## src/design/asps_pkg.sv

```systemverilog
// ----------------------------------------------------------------------------
// asps_pkg
// Shared types and constants for the arm/spell/play sequencer: event and
// action codes, controller states, the queued action plan and register ids.
// ----------------------------------------------------------------------------
package asps_pkg;

  // default width of the kept word id
  localparam int WORD_BITS_DEF = 16;

  // fixed field widths
  localparam int TONE_W  = 8;
  localparam int WOUT_W  = 16;
  localparam int CFG_IW  = 2;

  // register reset values
  localparam logic [TONE_W-1:0] CONFIRM_RST  = 8'd0;
  localparam logic [TONE_W-1:0] RESOLVED_RST = 8'd1;
  localparam logic [TONE_W-1:0] ERROR_RST    = 8'd2;

  // register indexes
  localparam logic [CFG_IW-1:0] CFG_CONFIRM  = 2'd0;
  localparam logic [CFG_IW-1:0] CFG_RESOLVED = 2'd1;
  localparam logic [CFG_IW-1:0] CFG_ERROR    = 2'd2;

  // input events
  typedef enum logic [2:0] {
    EV_PRESS     = 3'd0,
    EV_TIMEOUT   = 3'd1,
    EV_ONSET     = 3'd2,
    EV_EOW       = 3'd3,
    EV_RESOLVED  = 3'd4,
    EV_ABSTAIN   = 3'd5,
    EV_TONE_DONE = 3'd6,
    EV_PLAY_DONE = 3'd7
  } event_t;

  // result actions
  typedef enum logic [2:0] {
    ACT_TONE        = 3'd0,
    ACT_WORD        = 3'd1,
    ACT_CANCEL_PLAY = 3'd2,
    ACT_SEG         = 3'd3,
    ACT_START_TO    = 3'd4,
    ACT_CANCEL_TO   = 3'd5,
    ACT_NONE        = 3'd6
  } action_t;

  // controller states
  typedef enum logic [2:0] {
    ST_IDLE      = 3'd0,
    ST_ARMED     = 3'd1,
    ST_SPELLING  = 3'd2,
    ST_RESOLVING = 3'd3,
    ST_PLAYING   = 3'd4
  } state_t;

  // tone registers as seen by the front
  typedef struct packed {
    logic [TONE_W-1:0] confirm;
    logic [TONE_W-1:0] resolved;
    logic [TONE_W-1:0] error;
  } tones_t;

  // one action result
  typedef struct packed {
    action_t           action;
    logic [TONE_W-1:0] tone;
    logic [WOUT_W-1:0] word;
    logic              seg;
  } act_t;

  // up to three actions of one event, plus the state after it
  typedef struct packed {
    act_t [2:0] acts;
    logic [1:0] count;
    state_t     new_state;
  } plan_t;

  // builds one action entry
  function automatic act_t mk_act(action_t a, logic [TONE_W-1:0] t,
                                  logic [WOUT_W-1:0] w, logic s);
    act_t r;
    r.action = a;
    r.tone   = t;
    r.word   = w;
    r.seg    = s;
    return r;
  endfunction

endpackage

```

## src/design/arm_spell_play_sequencer.sv

```systemverilog
// ----------------------------------------------------------------------------
// arm_spell_play_sequencer
// Five-state press/spell/play controller with queued action results.
// ----------------------------------------------------------------------------
// Each event gives one to three action results, delivered one per cycle in
// order while the consumer pops; the result register drains at one result
// per cycle, so an event holds the back end until its results, three at most,
// are out. The front end takes a new event every cycle while its two-entry
// plan queue has room, so events may arrive back to back and results keep
// streaming while the consumer pops. The controller state and kept word id
// update on the cycle an event is accepted. Tone registers are written
// through cfg_we/cfg_index/cfg_data; an index past the last register is
// ignored.
module arm_spell_play_sequencer #(
  parameter int WORD_BITS = asps_pkg::WORD_BITS_DEF
) (
  input  logic        clk,
  input  logic        rst,
  input  logic        push,
  output logic        full,
  input  logic [2:0]  kind,
  input  logic [15:0] word_index,
  output logic        empty,
  input  logic        pop,
  output logic [2:0]  action,
  output logic [7:0]  tone_code,
  output logic [15:0] word_out,
  output logic        seg_enable,
  output logic [2:0]  new_state,
  output logic        last,
  input  logic        cfg_we,
  input  logic [1:0]  cfg_index,
  input  logic [7:0]  cfg_data
);

  asps_pkg::tones_t tones;
  asps_pkg::plan_t  plan;
  asps_pkg::plan_t  head;
  asps_pkg::act_t   res;
  asps_pkg::state_t res_state;
  logic             accept;
  logic             q_empty;
  logic             q_pop;

  assign accept = push && !full;

  // tone registers
  always_ff @(posedge clk) begin
    if (rst) begin
      tones.confirm  <= asps_pkg::CONFIRM_RST;
      tones.resolved <= asps_pkg::RESOLVED_RST;
      tones.error    <= asps_pkg::ERROR_RST;
    end else if (cfg_we) begin
      case (cfg_index)
        asps_pkg::CFG_CONFIRM:  tones.confirm  <= cfg_data;
        asps_pkg::CFG_RESOLVED: tones.resolved <= cfg_data;
        asps_pkg::CFG_ERROR:    tones.error    <= cfg_data;
        default:                tones.confirm  <= tones.confirm;
      endcase
    end
  end

  asps_front #(
    .WORD_BITS(WORD_BITS)
  ) u_front (
    .clk       (clk),
    .rst       (rst),
    .accept    (accept),
    .kind      (kind),
    .word_index(word_index),
    .tones     (tones),
    .plan      (plan)
  );

  asps_queue u_queue (
    .clk    (clk),
    .rst    (rst),
    .wr     (accept),
    .wr_plan(plan),
    .rd     (q_pop),
    .head   (head),
    .full   (full),
    .empty  (q_empty)
  );

  asps_back u_back (
    .clk      (clk),
    .rst      (rst),
    .q_empty  (q_empty),
    .head     (head),
    .q_pop    (q_pop),
    .pop      (pop),
    .empty    (empty),
    .res      (res),
    .res_state(res_state),
    .res_last (last)
  );

  // result fields
  assign action     = res.action;
  assign tone_code  = res.tone;
  assign word_out   = res.word;
  assign seg_enable = res.seg;
  assign new_state  = res_state;

endmodule

```

## src/design/asps_front.sv

```systemverilog
// ----------------------------------------------------------------------------
// asps_front
// Event front end: holds the controller state and the kept word id, and
// turns each accepted event into an action plan for the back end.
// ----------------------------------------------------------------------------
module asps_front #(
  parameter int WORD_BITS = asps_pkg::WORD_BITS_DEF
) (
  input  logic                         clk,
  input  logic                         rst,
  input  logic                         accept,
  input  logic [2:0]                   kind,
  input  logic [15:0]                  word_index,
  input  asps_pkg::tones_t             tones,
  output asps_pkg::plan_t              plan
);

  asps_pkg::state_t       mode;
  asps_pkg::state_t       mode_next;
  asps_pkg::event_t       ev;
  logic [WORD_BITS-1:0]   memo_word;
  logic                   memo_load;
  logic [47:0]            win_ext;
  logic [47:0]            memo_ext;
  logic [asps_pkg::WOUT_W-1:0] memo_view;
  asps_pkg::act_t         none_act;

  assign ev        = asps_pkg::event_t'(kind);
  assign win_ext   = 48'(word_index);
  assign memo_ext  = 48'(memo_word);
  assign memo_view = memo_ext[asps_pkg::WOUT_W-1:0];
  assign none_act  = asps_pkg::mk_act(asps_pkg::ACT_NONE, '0, '0, 1'b0);

  // next state
  always_comb begin
    mode_next = mode;
    case (mode)
      asps_pkg::ST_IDLE: begin
        if (ev == asps_pkg::EV_PRESS) mode_next = asps_pkg::ST_ARMED;
      end
      asps_pkg::ST_ARMED: begin
        if (ev == asps_pkg::EV_TIMEOUT) mode_next = asps_pkg::ST_IDLE;
        else if (ev == asps_pkg::EV_ONSET) mode_next = asps_pkg::ST_SPELLING;
      end
      asps_pkg::ST_SPELLING: begin
        if (ev == asps_pkg::EV_EOW || ev == asps_pkg::EV_RESOLVED)
          mode_next = asps_pkg::ST_RESOLVING;
        else if (ev == asps_pkg::EV_ABSTAIN) mode_next = asps_pkg::ST_IDLE;
      end
      asps_pkg::ST_RESOLVING: begin
        if (ev == asps_pkg::EV_ABSTAIN) mode_next = asps_pkg::ST_IDLE;
        else if (ev == asps_pkg::EV_TONE_DONE) mode_next = asps_pkg::ST_PLAYING;
      end
      asps_pkg::ST_PLAYING: begin
        if (ev == asps_pkg::EV_PRESS) mode_next = asps_pkg::ST_ARMED;
        else if (ev == asps_pkg::EV_PLAY_DONE) mode_next = asps_pkg::ST_IDLE;
      end
      default: mode_next = mode;
    endcase
  end

  // action plan for the event
  always_comb begin
    plan.acts      = {none_act, none_act, none_act};
    plan.count     = 2'd1;
    plan.new_state = mode_next;
    memo_load      = 1'b0;
    case (mode)
      asps_pkg::ST_IDLE: begin
        if (ev == asps_pkg::EV_PRESS) begin
          plan.acts[0] = asps_pkg::mk_act(asps_pkg::ACT_TONE, tones.confirm, '0, 1'b0);
          plan.acts[1] = asps_pkg::mk_act(asps_pkg::ACT_START_TO, '0, '0, 1'b0);
          plan.count   = 2'd2;
        end
      end
      asps_pkg::ST_ARMED: begin
        if (ev == asps_pkg::EV_TIMEOUT) begin
          plan.acts[0] = asps_pkg::mk_act(asps_pkg::ACT_SEG, '0, '0, 1'b0);
        end else if (ev == asps_pkg::EV_ONSET) begin
          plan.acts[0] = asps_pkg::mk_act(asps_pkg::ACT_CANCEL_TO, '0, '0, 1'b0);
        end else if (ev == asps_pkg::EV_TONE_DONE) begin
          plan.acts[0] = asps_pkg::mk_act(asps_pkg::ACT_SEG, '0, '0, 1'b1);
        end
      end
      asps_pkg::ST_SPELLING: begin
        if (ev == asps_pkg::EV_EOW) begin
          plan.acts[0] = asps_pkg::mk_act(asps_pkg::ACT_SEG, '0, '0, 1'b0);
        end else if (ev == asps_pkg::EV_RESOLVED) begin
          memo_load    = 1'b1;
          plan.acts[0] = asps_pkg::mk_act(asps_pkg::ACT_SEG, '0, '0, 1'b0);
          plan.acts[1] = asps_pkg::mk_act(asps_pkg::ACT_TONE, tones.resolved, '0, 1'b0);
          plan.count   = 2'd2;
        end else if (ev == asps_pkg::EV_ABSTAIN) begin
          plan.acts[0] = asps_pkg::mk_act(asps_pkg::ACT_SEG, '0, '0, 1'b0);
          plan.acts[1] = asps_pkg::mk_act(asps_pkg::ACT_TONE, tones.error, '0, 1'b0);
          plan.count   = 2'd2;
        end
      end
      asps_pkg::ST_RESOLVING: begin
        if (ev == asps_pkg::EV_RESOLVED) begin
          memo_load    = 1'b1;
          plan.acts[0] = asps_pkg::mk_act(asps_pkg::ACT_TONE, tones.resolved, '0, 1'b0);
        end else if (ev == asps_pkg::EV_ABSTAIN) begin
          plan.acts[0] = asps_pkg::mk_act(asps_pkg::ACT_TONE, tones.error, '0, 1'b0);
        end else if (ev == asps_pkg::EV_TONE_DONE) begin
          plan.acts[0] = asps_pkg::mk_act(asps_pkg::ACT_WORD, '0, memo_view, 1'b0);
        end
      end
      asps_pkg::ST_PLAYING: begin
        if (ev == asps_pkg::EV_PRESS) begin
          plan.acts[0] = asps_pkg::mk_act(asps_pkg::ACT_CANCEL_PLAY, '0, '0, 1'b0);
          plan.acts[1] = asps_pkg::mk_act(asps_pkg::ACT_TONE, tones.confirm, '0, 1'b0);
          plan.acts[2] = asps_pkg::mk_act(asps_pkg::ACT_START_TO, '0, '0, 1'b0);
          plan.count   = 2'd3;
        end
      end
      default: begin
        memo_load = 1'b0;
      end
    endcase
  end

  // state and kept word id
  always_ff @(posedge clk) begin
    if (rst) begin
      mode      <= asps_pkg::ST_IDLE;
      memo_word <= '0;
    end else if (accept) begin
      mode <= mode_next;
      if (memo_load) memo_word <= win_ext[WORD_BITS-1:0];
    end
  end

endmodule

```

## src/design/asps_queue.sv

```systemverilog
// ----------------------------------------------------------------------------
// asps_queue
// Two-entry plan queue between the front and the back end.
// ----------------------------------------------------------------------------
module asps_queue (
  input  logic            clk,
  input  logic            rst,
  input  logic            wr,
  input  asps_pkg::plan_t wr_plan,
  input  logic            rd,
  output asps_pkg::plan_t head,
  output logic            full,
  output logic            empty
);

  asps_pkg::plan_t entry [2];
  logic            wr_ptr;
  logic            rd_ptr;
  logic [1:0]      cnt;

  assign full  = (cnt == 2'd2);
  assign empty = (cnt == 2'd0);
  assign head  = entry[rd_ptr];

  // pointers and fill count
  always_ff @(posedge clk) begin
    if (rst) begin
      wr_ptr <= 1'b0;
      rd_ptr <= 1'b0;
      cnt    <= 2'd0;
    end else begin
      if (wr) wr_ptr <= ~wr_ptr;
      if (rd) rd_ptr <= ~rd_ptr;
      if (wr && !rd) cnt <= cnt + 2'd1;
      else if (rd && !wr) cnt <= cnt - 2'd1;
    end
  end

  // entry storage
  always_ff @(posedge clk) begin
    if (wr) entry[wr_ptr] <= wr_plan;
  end

endmodule

```

## src/design/asps_back.sv

```systemverilog
// ----------------------------------------------------------------------------
// asps_back
// Back end: steps through the head plan into a result register that the
// consumer pops, one action per cycle while that register is free or popped.
// ----------------------------------------------------------------------------
module asps_back (
  input  logic            clk,
  input  logic            rst,
  input  logic            q_empty,
  input  asps_pkg::plan_t head,
  output logic            q_pop,
  input  logic            pop,
  output logic            empty,
  output asps_pkg::act_t  res,
  output asps_pkg::state_t res_state,
  output logic            res_last
);

  logic           out_valid;
  logic [1:0]     step;
  logic           load;
  logic           step_last;
  asps_pkg::act_t cur;

  assign empty     = ~out_valid;
  assign load      = !q_empty && (!out_valid || pop);
  assign step_last = (step == head.count - 2'd1);
  assign q_pop     = load && step_last;

  // select the action at the current step
  always_comb begin
    case (step)
      2'd0:    cur = head.acts[0];
      2'd1:    cur = head.acts[1];
      2'd2:    cur = head.acts[2];
      default: cur = head.acts[0];
    endcase
  end

  // step counter and result valid
  always_ff @(posedge clk) begin
    if (rst) begin
      step      <= 2'd0;
      out_valid <= 1'b0;
    end else begin
      if (load) begin
        out_valid <= 1'b1;
        step      <= step_last ? 2'd0 : step + 2'd1;
      end else if (pop) begin
        out_valid <= 1'b0;
      end
    end
  end

  // result payload
  always_ff @(posedge clk) begin
    if (load) begin
      res       <= cur;
      res_state <= head.new_state;
      res_last  <= step_last;
    end
  end

endmodule

```

## config.mk

```make
export PLATFORM = sky130hd
export DESIGN_NAME = arm_spell_play_sequencer
export DESIGN_NICKNAME = d
export VERILOG_FILES = /design/src/design/asps_pkg.sv /design/src/design/arm_spell_play_sequencer.sv /design/src/design/asps_front.sv /design/src/design/asps_queue.sv /design/src/design/asps_back.sv
export SDC_FILE = /design/constraint.sdc
export NUM_CORES = 1
export LEC_CHECK = 0
export BUFFER_PORTS_ARGS = -buffer_cell sky130_fd_sc_hd__buf_2
export CORE_MARGIN = 3
export CORE_UTILIZATION = 40
export CTS_BUF_LIST = sky130_fd_sc_hd__clkbuf_4 sky130_fd_sc_hd__clkbuf_8 sky130_fd_sc_hd__clkbuf_16
export CTS_CLUSTER_SIZE = 12
export DETAILED_ROUTE_END_ITERATION = 10
export PLACE_DENSITY = 0.57
export SYNTH_ARGS = -nofsm -noshare
export SYNTH_HDL_FRONTEND = slang
export SYNTH_SLANG_ARGS = --single-unit
export TNS_END_PERCENT = 100
```

## constraint.sdc

```tcl
create_clock -name clk -period 4.58 [get_ports clk]
set_input_delay 0.458 -clock clk [delete_from_list [all_inputs] [get_ports clk]]
set_output_delay 0.458 -clock clk [all_outputs]
set_load 0.02 [all_outputs]
```

==> impl_results.md, run 1 <==
- Total iterations of the first detailed-routing run: 4
- Minimum clock period: 2.85 ns
- Unrepaired setup endpoints after global routing: no
- Placeable Area: 0.0169 sq mm
- Net count, final: 621
- IR drop worst, VDD: 0.315 mV
- Initial antenna violation count: 0
- Mux contribution to synthesized area: 13.7%
- Drc violations: 0
- Slew Limit Fails: 0
- Die ar.: 0.0193 sq mm
- Gp weighted congestion: between 0.7 and 0.8
- Die width: between 100 and 150 microns
- Ys flop type: edfxtp_1
- CTS Hold Bufs: 0
- Compound-gate portion of the synthesized area: 6.35%
- Post-synthesis sequential area ratio: 65.5%
- DR vias: a little over 4000
- Hold path startpoint: word_index[2]
- Leakage: roughly 0.0032 uW
- Hold EP: u_front.memo_view[2]$_SDFFE_PP0P_
- Cell Pwr Density: 591 mW/mm^2
- Setup-failing EPs final: 0
- Std cell rows: 47
- Number of enable flip-flop cells after synthesis: 120
- Setup TNS: 0 ns
- Antenna cells: 0
- Net Count, Synth: 563
- Hold Crit Class: input pin to register
- CTS tree: built
- Fmax: 0.351 GHz
- Setup Buffers After CTS: 0
- Crit path DAT: roughly 3.2 ns
- Worst-path fanout max: 24
- Worst hold slack: 0.275 ns
- CP startpoint kind: register
- Vias in the first global route: 4179
- GRT busiest layer: met2
- Post-Synth Adder-Cell Area: 0.532%
- DR WL/cell: 16.0 microns
- Largest net degree at the start of global routing: 50
- ANT nets after route: 0
- Total CTS buffers: 17
- Mapped Cells: 526
- Synthesized area per cell: ~13 sq um
- # port buffers: 67
- Num Clock Sinks: roughly 170
- CP Class: register to register
- Yosys cell types: 54
- Post-cts sizing count: 0
- Post-DR vias/cell: a little under 5
- Post-Syn Area: roughly 0.0071 sq mm
- Synth async-reset ratio: 0%
- Simple-gate share of the synthesized area: ~11%
- H-tree levels: 4
- Post-Synth XOR/XNOR Area: 0.603%
- Die height: 139 microns
- First-pass GRT wire length: roughly 22000 microns
- Worst hold path cell count: 3
- WL final: around 13000 microns
- Normalized max-slew margin: 27.2%
- Slack of the worst reg-to-reg path: 1.73 ns
- M3 GR Usage: under 10%
- R2R Path End: u_queue.cnt[1]$_SDFFE_PP0P_
- Global-route met1 utilization: 18.3%
- Tcrit/Tclk final: 62.3%
- Initial DRC count: 165
- Total gr overflow: 0
- Met2 GRT Util: approximately a quarter
- Pwr Total: 4840 uW
- Layout area overhead: 16.1%
- Final Hold Fails: 0
- Status: finished clean
- Slew @ Worst Pin: roughly 1.1 ns
- I/O pin total: 68
- Max_cap viols: 0
- Number of synthesized register bits: around 170
- Worst Reg-to-Reg Cells: 7
- Clk slew on worst S/H paths: 0.07 ns
- Initial Util: 41.7%
- CTS Buffer Depth: 2
- Critical Path RT: 4.92 ns
- Hpwl dp: 8520 microns
- Main combinational cell family by area after synthesis: multiplexers
- FILL cells: ~1500
- Fraction of layout cells with a size suffix above 1: 21.6%
- YS warnings: 0
- Global-route usage over all layers: 14.1%
- Worst-Skew Late Latency: 0.42 ns
- CTS root buffer: clkbuf_16
- Clk_skew: 0.00833 ns
- Endpoint type of the worst setup path: register
final cells by class:
class | count | area, sq um | share of cell area (%)
clock buffer | 17 | 425 | 5.19
timing repair buffer | 70 | 358 | 4.37
multi-input combinational | 313 | 2270 | 27.8
tap | 220 | 275 | 3.36
inverter | 11 | 41.3 | 0.504
sequential | 171 | 4630 | 56.5
clock inverter | 15 | 190 | 2.32
state kept, by name, summed over array words and instances (netlist names), named ones only:
signal / flops
u_back.out_valid: 1
u_queue.wr_ptr: 1
u_queue.cnt: 2
u_queue.rd_ptr: 1
tones: 24
u_back.res_last: 1
u_front.mode: 3
u_queue.entry: 88
u_back.res: 28
u_back.step: 2
u_front.memo_view: 16
u_back.res_state: 3
synthesized netlist by cell type (3+ instances only):
library cell,count,area (sq um)
nor2_1,58,218
nor2b_1,24,150
edfxtp_1,120,3600
o21ai_0,13,65.1
a21o_1,3,22.5
nand3b_1,4,30.0
a21oi_1,12,60.1
a22o_1,16,140
inv_1,11,41.3
ha_1,3,37.5
and2_1,16,100
buf_2,9,45.0
nor3_1,3,15.0
clkbuf_1,18,67.6
nand2_1,20,75.1
mux2i_1,78,781
nand2b_1,4,25.0
buf_1,3,11.3
mux2_2,13,146
dfxtp_1,51,1020
a31oi_1,4,25.0
metal layers:
metal | routed length, microns | share of wire [%]
met1 | 6230 | 48
met2 | 6330 | 48
met3 | 465 | 3.6
met4 | 63 | 0.48
met5 | 0 | 0
worst max-delay path, cell delays in order (launching register included):
cell	delay, ns
dfxtp_2	0.82
mux2i_1	0.30
or4_1	0.47
mux2i_2	0.27
inv_1	0.08
ha_1	0.32
or3_1	0.38
a21oi_1	0.14
cells in the final DEF (no fill, tap or decap), types with 3 or more instances in the layout:
master / instances
a21o_1: 3
clkinvlp_4: 3
clkinv_4: 4
bufinv_16: 3
nor2b_1: 24
inv_1: 11
mux2_2: 13
buf_4: 3
a21oi_1: 12
nand2_1: 20
dfxtp_1: 50
ha_1: 3
and2_1: 16
nand2b_1: 4
nor3_1: 3
nor2_4: 4
a31oi_1: 4
o21ai_0: 13
clkbuf_16: 17
inv_6: 3
a22o_1: 16
mux2i_1: 78
edfxtp_1: 120
buf_2: 67
nor2_1: 56
nand3b_1: 4
logic make-up after synthesis:
group / count (synthesis)
DFF: 171
and+or+nand+nor: 148
muxes: 94
AOI/OAI and AO/OA: 64
buffers and inverters: 42
xor gates and xnor gates: 4
adders and majority gates: 3
how the worst max path moves through the flow:
| stage | startpoint | to | slack (ns) | cells after the start |
|---|---|---|---|---|
| after floorplan | u_queue.cnt[0]$_SDFFE_PP0P_ | u_queue.entry[0][0]$_DFFE_PP_ | 1.61 | 3 |
| after global placement | register | u_queue.cnt[1]$_SDFFE_PP0P_ | 1.80 | 7 |
| after detailed placement | register | u_queue.cnt[1]$_SDFFE_PP0P_ | 1.69 | 7 |
| after CTS | register | u_queue.cnt[1]$_SDFFE_PP0P_ | 1.69 | 7 |
| after global routing | register | u_queue.cnt[1]$_SDFFE_PP0P_ | 1.53 | 7 |
| final | register | u_queue.cnt[1]$_SDFFE_PP0P_ | 1.73 | 7 |
metrics by stage:
step / util [%] / area [sq um] / std cells / setup slack, ns
finish: 48.4 / 8190 / 817 / 1.73
global route: 48.4 / 8190 / 817 / 1.53
CTS: 48.4 / 8190 / 817 / 1.69
detailed placement: 44.7 / 7570 / 785 / 1.69
global placement: 44.7 / 7570 / 785 / 1.80
floorplan: - / 7060 / 526 / 1.61
power breakdown:
part	switching [uW]	leakage, uW	internal, uW
clock	607	0.000292	869
combinational	715	0.00133	437
sequential	146	0.00155	2070
Note: power is estimated with default switching activity, not from simulation.
==> run 2: changes to the inputs <==
--- a/config.mk
+++ b/config.mk
@@ -11,7 +11,7 @@
 export CTS_BUF_LIST = sky130_fd_sc_hd__clkbuf_4 sky130_fd_sc_hd__clkbuf_8 sky130_fd_sc_hd__clkbuf_16
 export CTS_CLUSTER_SIZE = 12
 export DETAILED_ROUTE_END_ITERATION = 10
-export PLACE_DENSITY = 0.57
+export PLACE_DENSITY = 0.59
 export SYNTH_ARGS = -nofsm -noshare
 export SYNTH_HDL_FRONTEND = slang
 export SYNTH_SLANG_ARGS = --single-unit
==> constraint.sdc (replaced) <==
create_clock -name clk -period 2.5 [get_ports clk]
set_input_delay 0.25 -clock clk [delete_from_list [all_inputs] [get_ports clk]]
set_output_delay 0.25 -clock clk [all_outputs]
set_load 0.02 [all_outputs]
==> run 2 against run 1 <==
Global-route usage rose by 0.16 points; sequential power is 79% higher; worst hold slack got worse by 0.22 ns; core utilization up 0.33 points; clock power is 64% higher; via count increased by 2.6%; sequential share of layout area fell by 0.39 points; wire length grew 2.5%; worst setup slack lost 1.5 ns; clock skew is 0.0044 ns higher; highest routed layer unchanged.
==> impl_results.md, run 2 (same netlist as run 1, synthesis figures left out) <==
- Status: finished clean (unchanged)
- Minimum clock period: 2.23 ns (was 2.85 ns)
- Placed Area: 0.00769 sq mm (was 0.00757 sq mm)
- Net count, final: 635 (was 621)
- Fmax: 0.448 GHz (was 0.351 GHz)
- Top flop regs: u_queue.entry: 88 flops, u_back.res: 28 flops, tones: 24 flops (unchanged)
- Slew Limit Fails: 0 (unchanged)
- Vias in the first global route: 4192 (was 4179)
- Total gr overflow: 0 (unchanged)
- Die height: 139 microns (unchanged)
- Std cell rows: 47 (unchanged)
- Cell Pwr Density: 1050 mW/mm^2 (was 591 mW/mm^2)
- Commonest non-fill, non-tap cell in the layout: edfxtp_1 (unchanged)
- Leakage: 0.00321 uW (was 0.00317 uW)
- Hold EP: u_front.memo_view[0]$_SDFFE_PP0P_ (was u_front.memo_view[2]$_SDFFE_PP0P_)
- H-tree levels: 4 (unchanged)
- First-pass GRT wire length: 21700 microns (was 21600 microns)
- Clk slew on worst S/H paths: 0.06 ns (was 0.07 ns)
- Fraction of layout cells with a size suffix above 1: 23.1% (was 21.6%)
- Worst hold path cell count: 3 (unchanged)
- Slew @ Worst Pin: 1.04 ns (was 1.09 ns)
- CTS tree: built (unchanged)
- Unrepaired setup endpoints after global routing: no (unchanged)
- Endpoint type of the worst setup path: register (unchanged)
- Setup ws final: 0.266 ns (was 1.73 ns)
- Die width: 139 microns (unchanged)
- DR WL/cell: 16.1 microns (was 16.0 microns)
- CP Class: register to register (unchanged)
- Post-cts sizing count: 0 (unchanged)
- Most frequent cells in the layout: edfxtp_1, mux2i_1, buf_2 (unchanged)
- Largest register FFs: 88 (unchanged)
- Setup-failing EPs final: 0 (unchanged)
- Antenna cells: 0 (unchanged)
- Worst Reg-to-Reg Cells: 7 (unchanged)
- Finished Cell Area: 0.00825 sq mm (was 0.00819 sq mm)
- Max_cap viols: 0 (unchanged)
- Gp weighted congestion: 0.787 (was 0.754)
- Fin util: 48.7% (was 48.4%)
- ANT nets after route: 0 (unchanged)
- Total CTS buffers: 17 (unchanged)
- Setup Buffers After CTS: 0 (unchanged)
- Global-route usage over all layers: 14.2% (was 14.1%)
- CTS root buffer: clkbuf_16 (unchanged)
- Placed cells: 799 (was 785)
- CTS Hold Bufs: 0 (unchanged)
- CTS Buffer Depth: 2 (unchanged)
- Non-filler instance count after layout: 831 (was 817)
- Hold path startpoint: word_index[0] (was word_index[2])
- Crit path DAT: 2.59 ns (was 3.19 ns)
- Normalized max-slew margin: 30.4% (was 27.2%)
- R2R Path End: u_queue.cnt[1]$_SDFFE_PP0P_ (unchanged)
- Worst-Skew Late Latency: 0.42 ns (about the same)
- Critical Path RT: 2.86 ns (was 4.92 ns)
- I/O pin total: 68 (unchanged)
- WL final: 13400 microns (was 13100 microns)
- FILL cells: 1494 (was 1543)
- FF-to-FF Start: u_queue.cnt[0]$_SDFFE_PP0P_
- Total iterations of the first detailed-routing run: 5 (was 4)
- # port buffers: 67 (unchanged)
- Clk_skew: 0.0127 ns (was 0.00833 ns)
- Initial DRC count: 203 (was 165)
- Worst-path fanout max: 5 (was 24)
- Hold Crit Class: input pin to register (unchanged)
- Setup slack at placement: 0.330 ns (was 1.69 ns)
- Num Clock Sinks: 171 (unchanged)
- Largest Register: u_queue.entry (unchanged)
- IR drop worst, VDD: 0.479 mV (was 0.315 mV)
- Initial Util: 41.7% (unchanged)
- CP startpoint kind: register (unchanged)
- Setup TNS: 0 ns (unchanged)
- Post-DR vias/cell: 5.00 (was 4.96)
- Hpwl dp: 9250 microns (was 8520 microns)
- Initial antenna violation count: 0 (unchanged)
- Drc violations: 0 (unchanged)
- Die ar.: 0.0193 sq mm (unchanged)
- Layout area overhead: 16.9% (was 16.1%)
- Placeable Area: 0.0169 sq mm (unchanged)
- Largest net degree at the start of global routing: 29 (was 50)
- DR vias: 4154 (was 4050)
- Final Hold Fails: 0 (unchanged)
- Tcrit/Tclk final: 89.3% (was 62.3%)
- Slack of the worst reg-to-reg path: 0.27 ns (was 1.73 ns)
run 2: cell count changes in the layout (fill, tap and decap cells not counted), sizes merged:
cell / change
clkinv: -1
bufinv: -2
clkinvlp: +4
buf: +14
clkbuf: +1
inv: -2
run 2: critical path, cell delays in order, from the launching register on:
cell	delay, ns
dfxtp_1	0.43
nor2_1	0.14
or4_1	0.50
mux2i_2	0.19
inv_1	0.07
ha_1	0.32
or3_1	0.39
a21oi_1	0.14
run 2: how the worst max path moves through the flow:
stage,from,end,slack (ns)
6_report,u_queue.cnt[0]$_SDFFE_PP0P_,u_queue.cnt[1]$_SDFFE_PP0P_,0.27
5_1_grt,u_queue.cnt[0]$_SDFFE_PP0P_,u_queue.cnt[1]$_SDFFE_PP0P_,0.16
4_1_cts,u_queue.cnt[0]$_SDFFE_PP0P_,u_queue.cnt[1]$_SDFFE_PP0P_,0.26
3_5_place_dp,u_queue.cnt[0]$_SDFFE_PP0P_,u_queue.cnt[1]$_SDFFE_PP0P_,0.33
3_3_place_gp,u_queue.cnt[0]$_SDFFE_PP0P_,u_queue.cnt[1]$_SDFFE_PP0P_,0.39
2_1_floorplan,u_queue.cnt[0]$_SDFFE_PP0P_,u_back.step[1]$_SDFFE_PP0P_,0.07
run 2: cell type report:
cell class | count | area (sq um) | share of cell area, %
multi-input cells | 313 | 2270 | 27.6
well taps | 220 | 275 | 3.34
clock buffers | 18 | 433 | 5.25
inverters | 11 | 41.3 | 0.501
clock inverters | 14 | 121 | 1.47
repair buffers | 84 | 475 | 5.77
flip-flops and latches | 171 | 4630 | 56.1
run 2: per-stage QoR:
stage | hold WS, ns | total power, uW
floorplan | 0.375 | 5600
global placement | 0.456 | 6300
detailed placement | 0.468 | 6360
CTS | 0.0344 | 8820
global route | 0.0475 | 9150
finish | 0.0515 | 8690
run 2: power breakdown:
group          switching [uW]  leakage (uW)  internal, uW
logic                    1420       0.00141           877
registers                 185       0.00155          3780
clock network            1050      0.000249          1380
total                    2660       0.00321          6030
run 2: metal layers:
layer  track usage, %  up-vias  share of wire [%]
met5                0        -                  0
li1                 -     2066                  -
met4             5.05        0               0.76
met1             17.9     2003                 46
met2             23.6       79                 50
met3             4.07        6                3.9
==> run 3: changes to the inputs <==
--- a/config.mk
+++ b/config.mk
@@ -6,12 +6,15 @@
 export NUM_CORES = 1
 export LEC_CHECK = 0
 export BUFFER_PORTS_ARGS = -buffer_cell sky130_fd_sc_hd__buf_2
+export CAP_MARGIN = 10
+export CELL_PAD_IN_SITES_DETAIL_PLACEMENT = 1
+export CELL_PAD_IN_SITES_GLOBAL_PLACEMENT = 1
 export CORE_MARGIN = 3
 export CORE_UTILIZATION = 40
 export CTS_BUF_LIST = sky130_fd_sc_hd__clkbuf_4 sky130_fd_sc_hd__clkbuf_8 sky130_fd_sc_hd__clkbuf_16
 export CTS_CLUSTER_SIZE = 12
 export DETAILED_ROUTE_END_ITERATION = 10
-export PLACE_DENSITY = 0.59
+export PLACE_DENSITY = 0.69
 export SYNTH_ARGS = -nofsm -noshare
 export SYNTH_HDL_FRONTEND = slang
 export SYNTH_SLANG_ARGS = --single-unit
==> run 3 against run 2 <==
Via count up 1.2%; worst setup slack worse by 0.10 ns; register-to-register slack worse by 0.10 ns; largest cell class unchanged; largest power group unchanged.
==> impl_results.md, run 3 (same netlist as run 1, synthesis figures left out) <==
- Drc violations: 0 (unchanged)
- Register Area: 0.00463 sq mm (unchanged)
- Gp weighted congestion: 0.777 (was 0.787)
- CP Class: register to register (unchanged)
- Setup TNS: 0 ns (unchanged)
- Crit path DAT: 2.69 ns (was 2.59 ns)
- Normalized max-slew margin: 29.1% (was 30.4%)
- Die width: 139 microns (unchanged)
- Net count, final: 631 (was 635)
- Footprint of the multi-input gates: 0.00228 sq mm (was 0.00227 sq mm)
- Finished Cell Area: 0.00828 sq mm (was 0.00825 sq mm)
- Largest Register: u_queue.entry (unchanged)
- # port buffers: 67 (unchanged)
- Status: finished clean (unchanged)
- Max_cap viols: 0 (unchanged)
- Family with the most delay on the worst path: simple AND/OR/NAND/NOR gates (unchanged)
- Slew Limit Fails: 0 (unchanged)
- WL final: 14800 microns (was 13400 microns)
- I/O pin total: 68 (unchanged)
- Layout area overhead: 17.4% (was 16.9%)
- CP max stage delay: 0.54 ns (was 0.50 ns)
- Post-DR vias/cell: 5.08 (was 5.00)
- Worst hold path cell count: 3 (unchanged)
- Total iterations of the first detailed-routing run: 6 (was 5)
- Slowest CP cell: or4_1 (unchanged)
- Commonest non-fill, non-tap cell in the layout: edfxtp_1 (unchanged)
- H-tree levels: 4 (unchanged)
- Clk_skew: 0.0113 ns (was 0.0127 ns)
- Total CTS buffers: 17 (unchanged)
- Global-route usage over all layers: 15.9% (was 14.2%)
- Initial antenna violation count: 0 (unchanged)
- Final Hold Fails: 0 (unchanged)
- Largest register FFs: 88 (unchanged)
- Die ar.: 0.0193 sq mm (unchanged)
- Worst path bufs/invs: 1 (unchanged)
- Clk slew on worst S/H paths: 0.07 ns (was 0.06 ns)
- Worst Reg-to-Reg Cells: 7 (unchanged)
- Minimum clock period: 2.34 ns (was 2.23 ns)
- CP Depth: 7 (unchanged)
- Placed Area: 0.00767 sq mm (was 0.00769 sq mm)
- Post-cts sizing count: 0 (unchanged)
- FF-to-FF Start: u_queue.cnt[0]$_SDFFE_PP0P_ (unchanged)
- Total gr overflow: 0 (unchanged)
- Crit. Startpoint: u_queue.cnt[0]$_SDFFE_PP0P_ (unchanged)
- Num Clock Sinks: 171 (unchanged)
- CTS Hold Bufs: 0 (unchanged)
- Endpoint type of the worst setup path: register (unchanged)
- Most frequent cells in the layout: edfxtp_1, mux2i_1, buf_2 (unchanged)
- DR WL/cell: 17.9 microns (was 16.1 microns)
- Unrepaired setup endpoints after global routing: no (unchanged)
- Fmax: 0.428 GHz (was 0.448 GHz)
- First-pass GRT wire length: 24200 microns (was 21700 microns)
- Tcrit/Tclk final: 93.5% (was 89.3%)
- Leakage: 0.00323 uW (was 0.00321 uW)
- Setup Buffers After CTS: 0 (unchanged)
- Antenna cells: 0 (unchanged)
- FILL cells: 1732 (was 1494)
- Hold path startpoint: word_index[14] (was word_index[0])
- Worst-Skew Late Latency: 0.42 ns (about the same)
- Initial Util: 41.7% (unchanged)
- Placeable Area: 0.0169 sq mm (unchanged)
- CTS root buffer: clkbuf_16 (unchanged)
- DR vias: 4202 (was 4154)
- Initial DRC count: 163 (was 203)
- Vias in the first global route: 4512 (was 4192)
- Setup-failing EPs final: 0 (unchanged)
- ANT nets after route: 0 (unchanged)
- CTS Buffer Depth: 2 (unchanged)
- Slew @ Worst Pin: 1.06 ns (was 1.04 ns)
- Top flop regs: u_queue.entry: 88 flops, u_back.res: 28 flops, tones: 24 flops (unchanged)
- CTS tree: built (unchanged)
- Crit path cell chain: nor2_1 -> or4_1 -> mux2i_4 -> inv_1 -> ha_1 -> or3_1 -> a21oi_1 (was nor2_1 -> or4_1 -> mux2i_2 -> inv_1 -> ha_1 -> or3_1 -> a21oi_1)
- Worst-path fanout max: 5 (unchanged)
- IR drop worst, VDD: 0.581 mV (was 0.479 mV)
- Die height: 139 microns (unchanged)
- CP startpoint kind: register (unchanged)
- Hold Crit Class: input pin to register (unchanged)
- Largest net degree at the start of global routing: 45 (was 29)
- Hpwl dp: 9790 microns (was 9250 microns)
- Fraction of layout cells with a size suffix above 1: 22.6% (was 23.1%)
- Std cell rows: 47 (unchanged)
- Cell Pwr Density: 1080 mW/mm^2 (was 1050 mW/mm^2)
- Critical Path RT: 2.85 ns (was 2.86 ns)
[run 3: final cells by class]
type	count	share of cell area (%)
Clock buffer	17	5.14
Sequential cell	171	55.9
Multi-Input combinational cell	313	27.6
Timing Repair Buffer	80	5.53
Clock inverter	15	2.08
Inverter	11	0.499
Tap cell	220	3.32
[run 3: final timing paths]
path	to	slack, ns
worst max-delay path	u_queue.cnt[1]$_SDFFE_PP0P_	0.16
worst min-delay path	u_front.memo_view[14]$_SDFFE_PP0P_	0.08
worst max register to register	u_queue.cnt[1]$_SDFFE_PP0P_	0.16
worst min register to register	tones[1]$_SDFFE_PP1P_	0.48
[run 3: per-stage QoR]
| stage | utilization [%] | worst slack, ns | power, uW | hold slack (ns) | cells |
|---|---|---|---|---|---|
| 5_1_grt | 48.9 | 0.0265 | 9440 | 0.0679 | 827 |
| 4_1_cts | 48.8 | 0.130 | 9050 | 0.0603 | 827 |
| 2_1_floorplan | - | 0.0723 | 5600 | 0.375 | 526 |
| 6_report | 48.9 | 0.161 | 8960 | 0.0760 | 827 |
| 3_3_place_gp | 45.3 | 0.267 | 6280 | 0.454 | 795 |
| 3_5_place_dp | 45.3 | 0.164 | 6370 | 0.464 | 795 |
[run 3: worst min-delay path, stage by stage]
cell and delay [ns]:
buf_2 0.08, mux2i_1 0.05, nor2_1 0.07
[run 3: metal layers]
layer | routed length (microns) | track usage (%)
met5 | 0 | 0
met4 | 162 | 4.38
met3 | 503 | 4.31
met2 | 7220 | 25.8
met1 | 6890 | 21.1
[run 3: report_power, final]
part	switching (uW)	internal, uW
clock	1080	1570
sequential	205	3780
combinational	1460	858
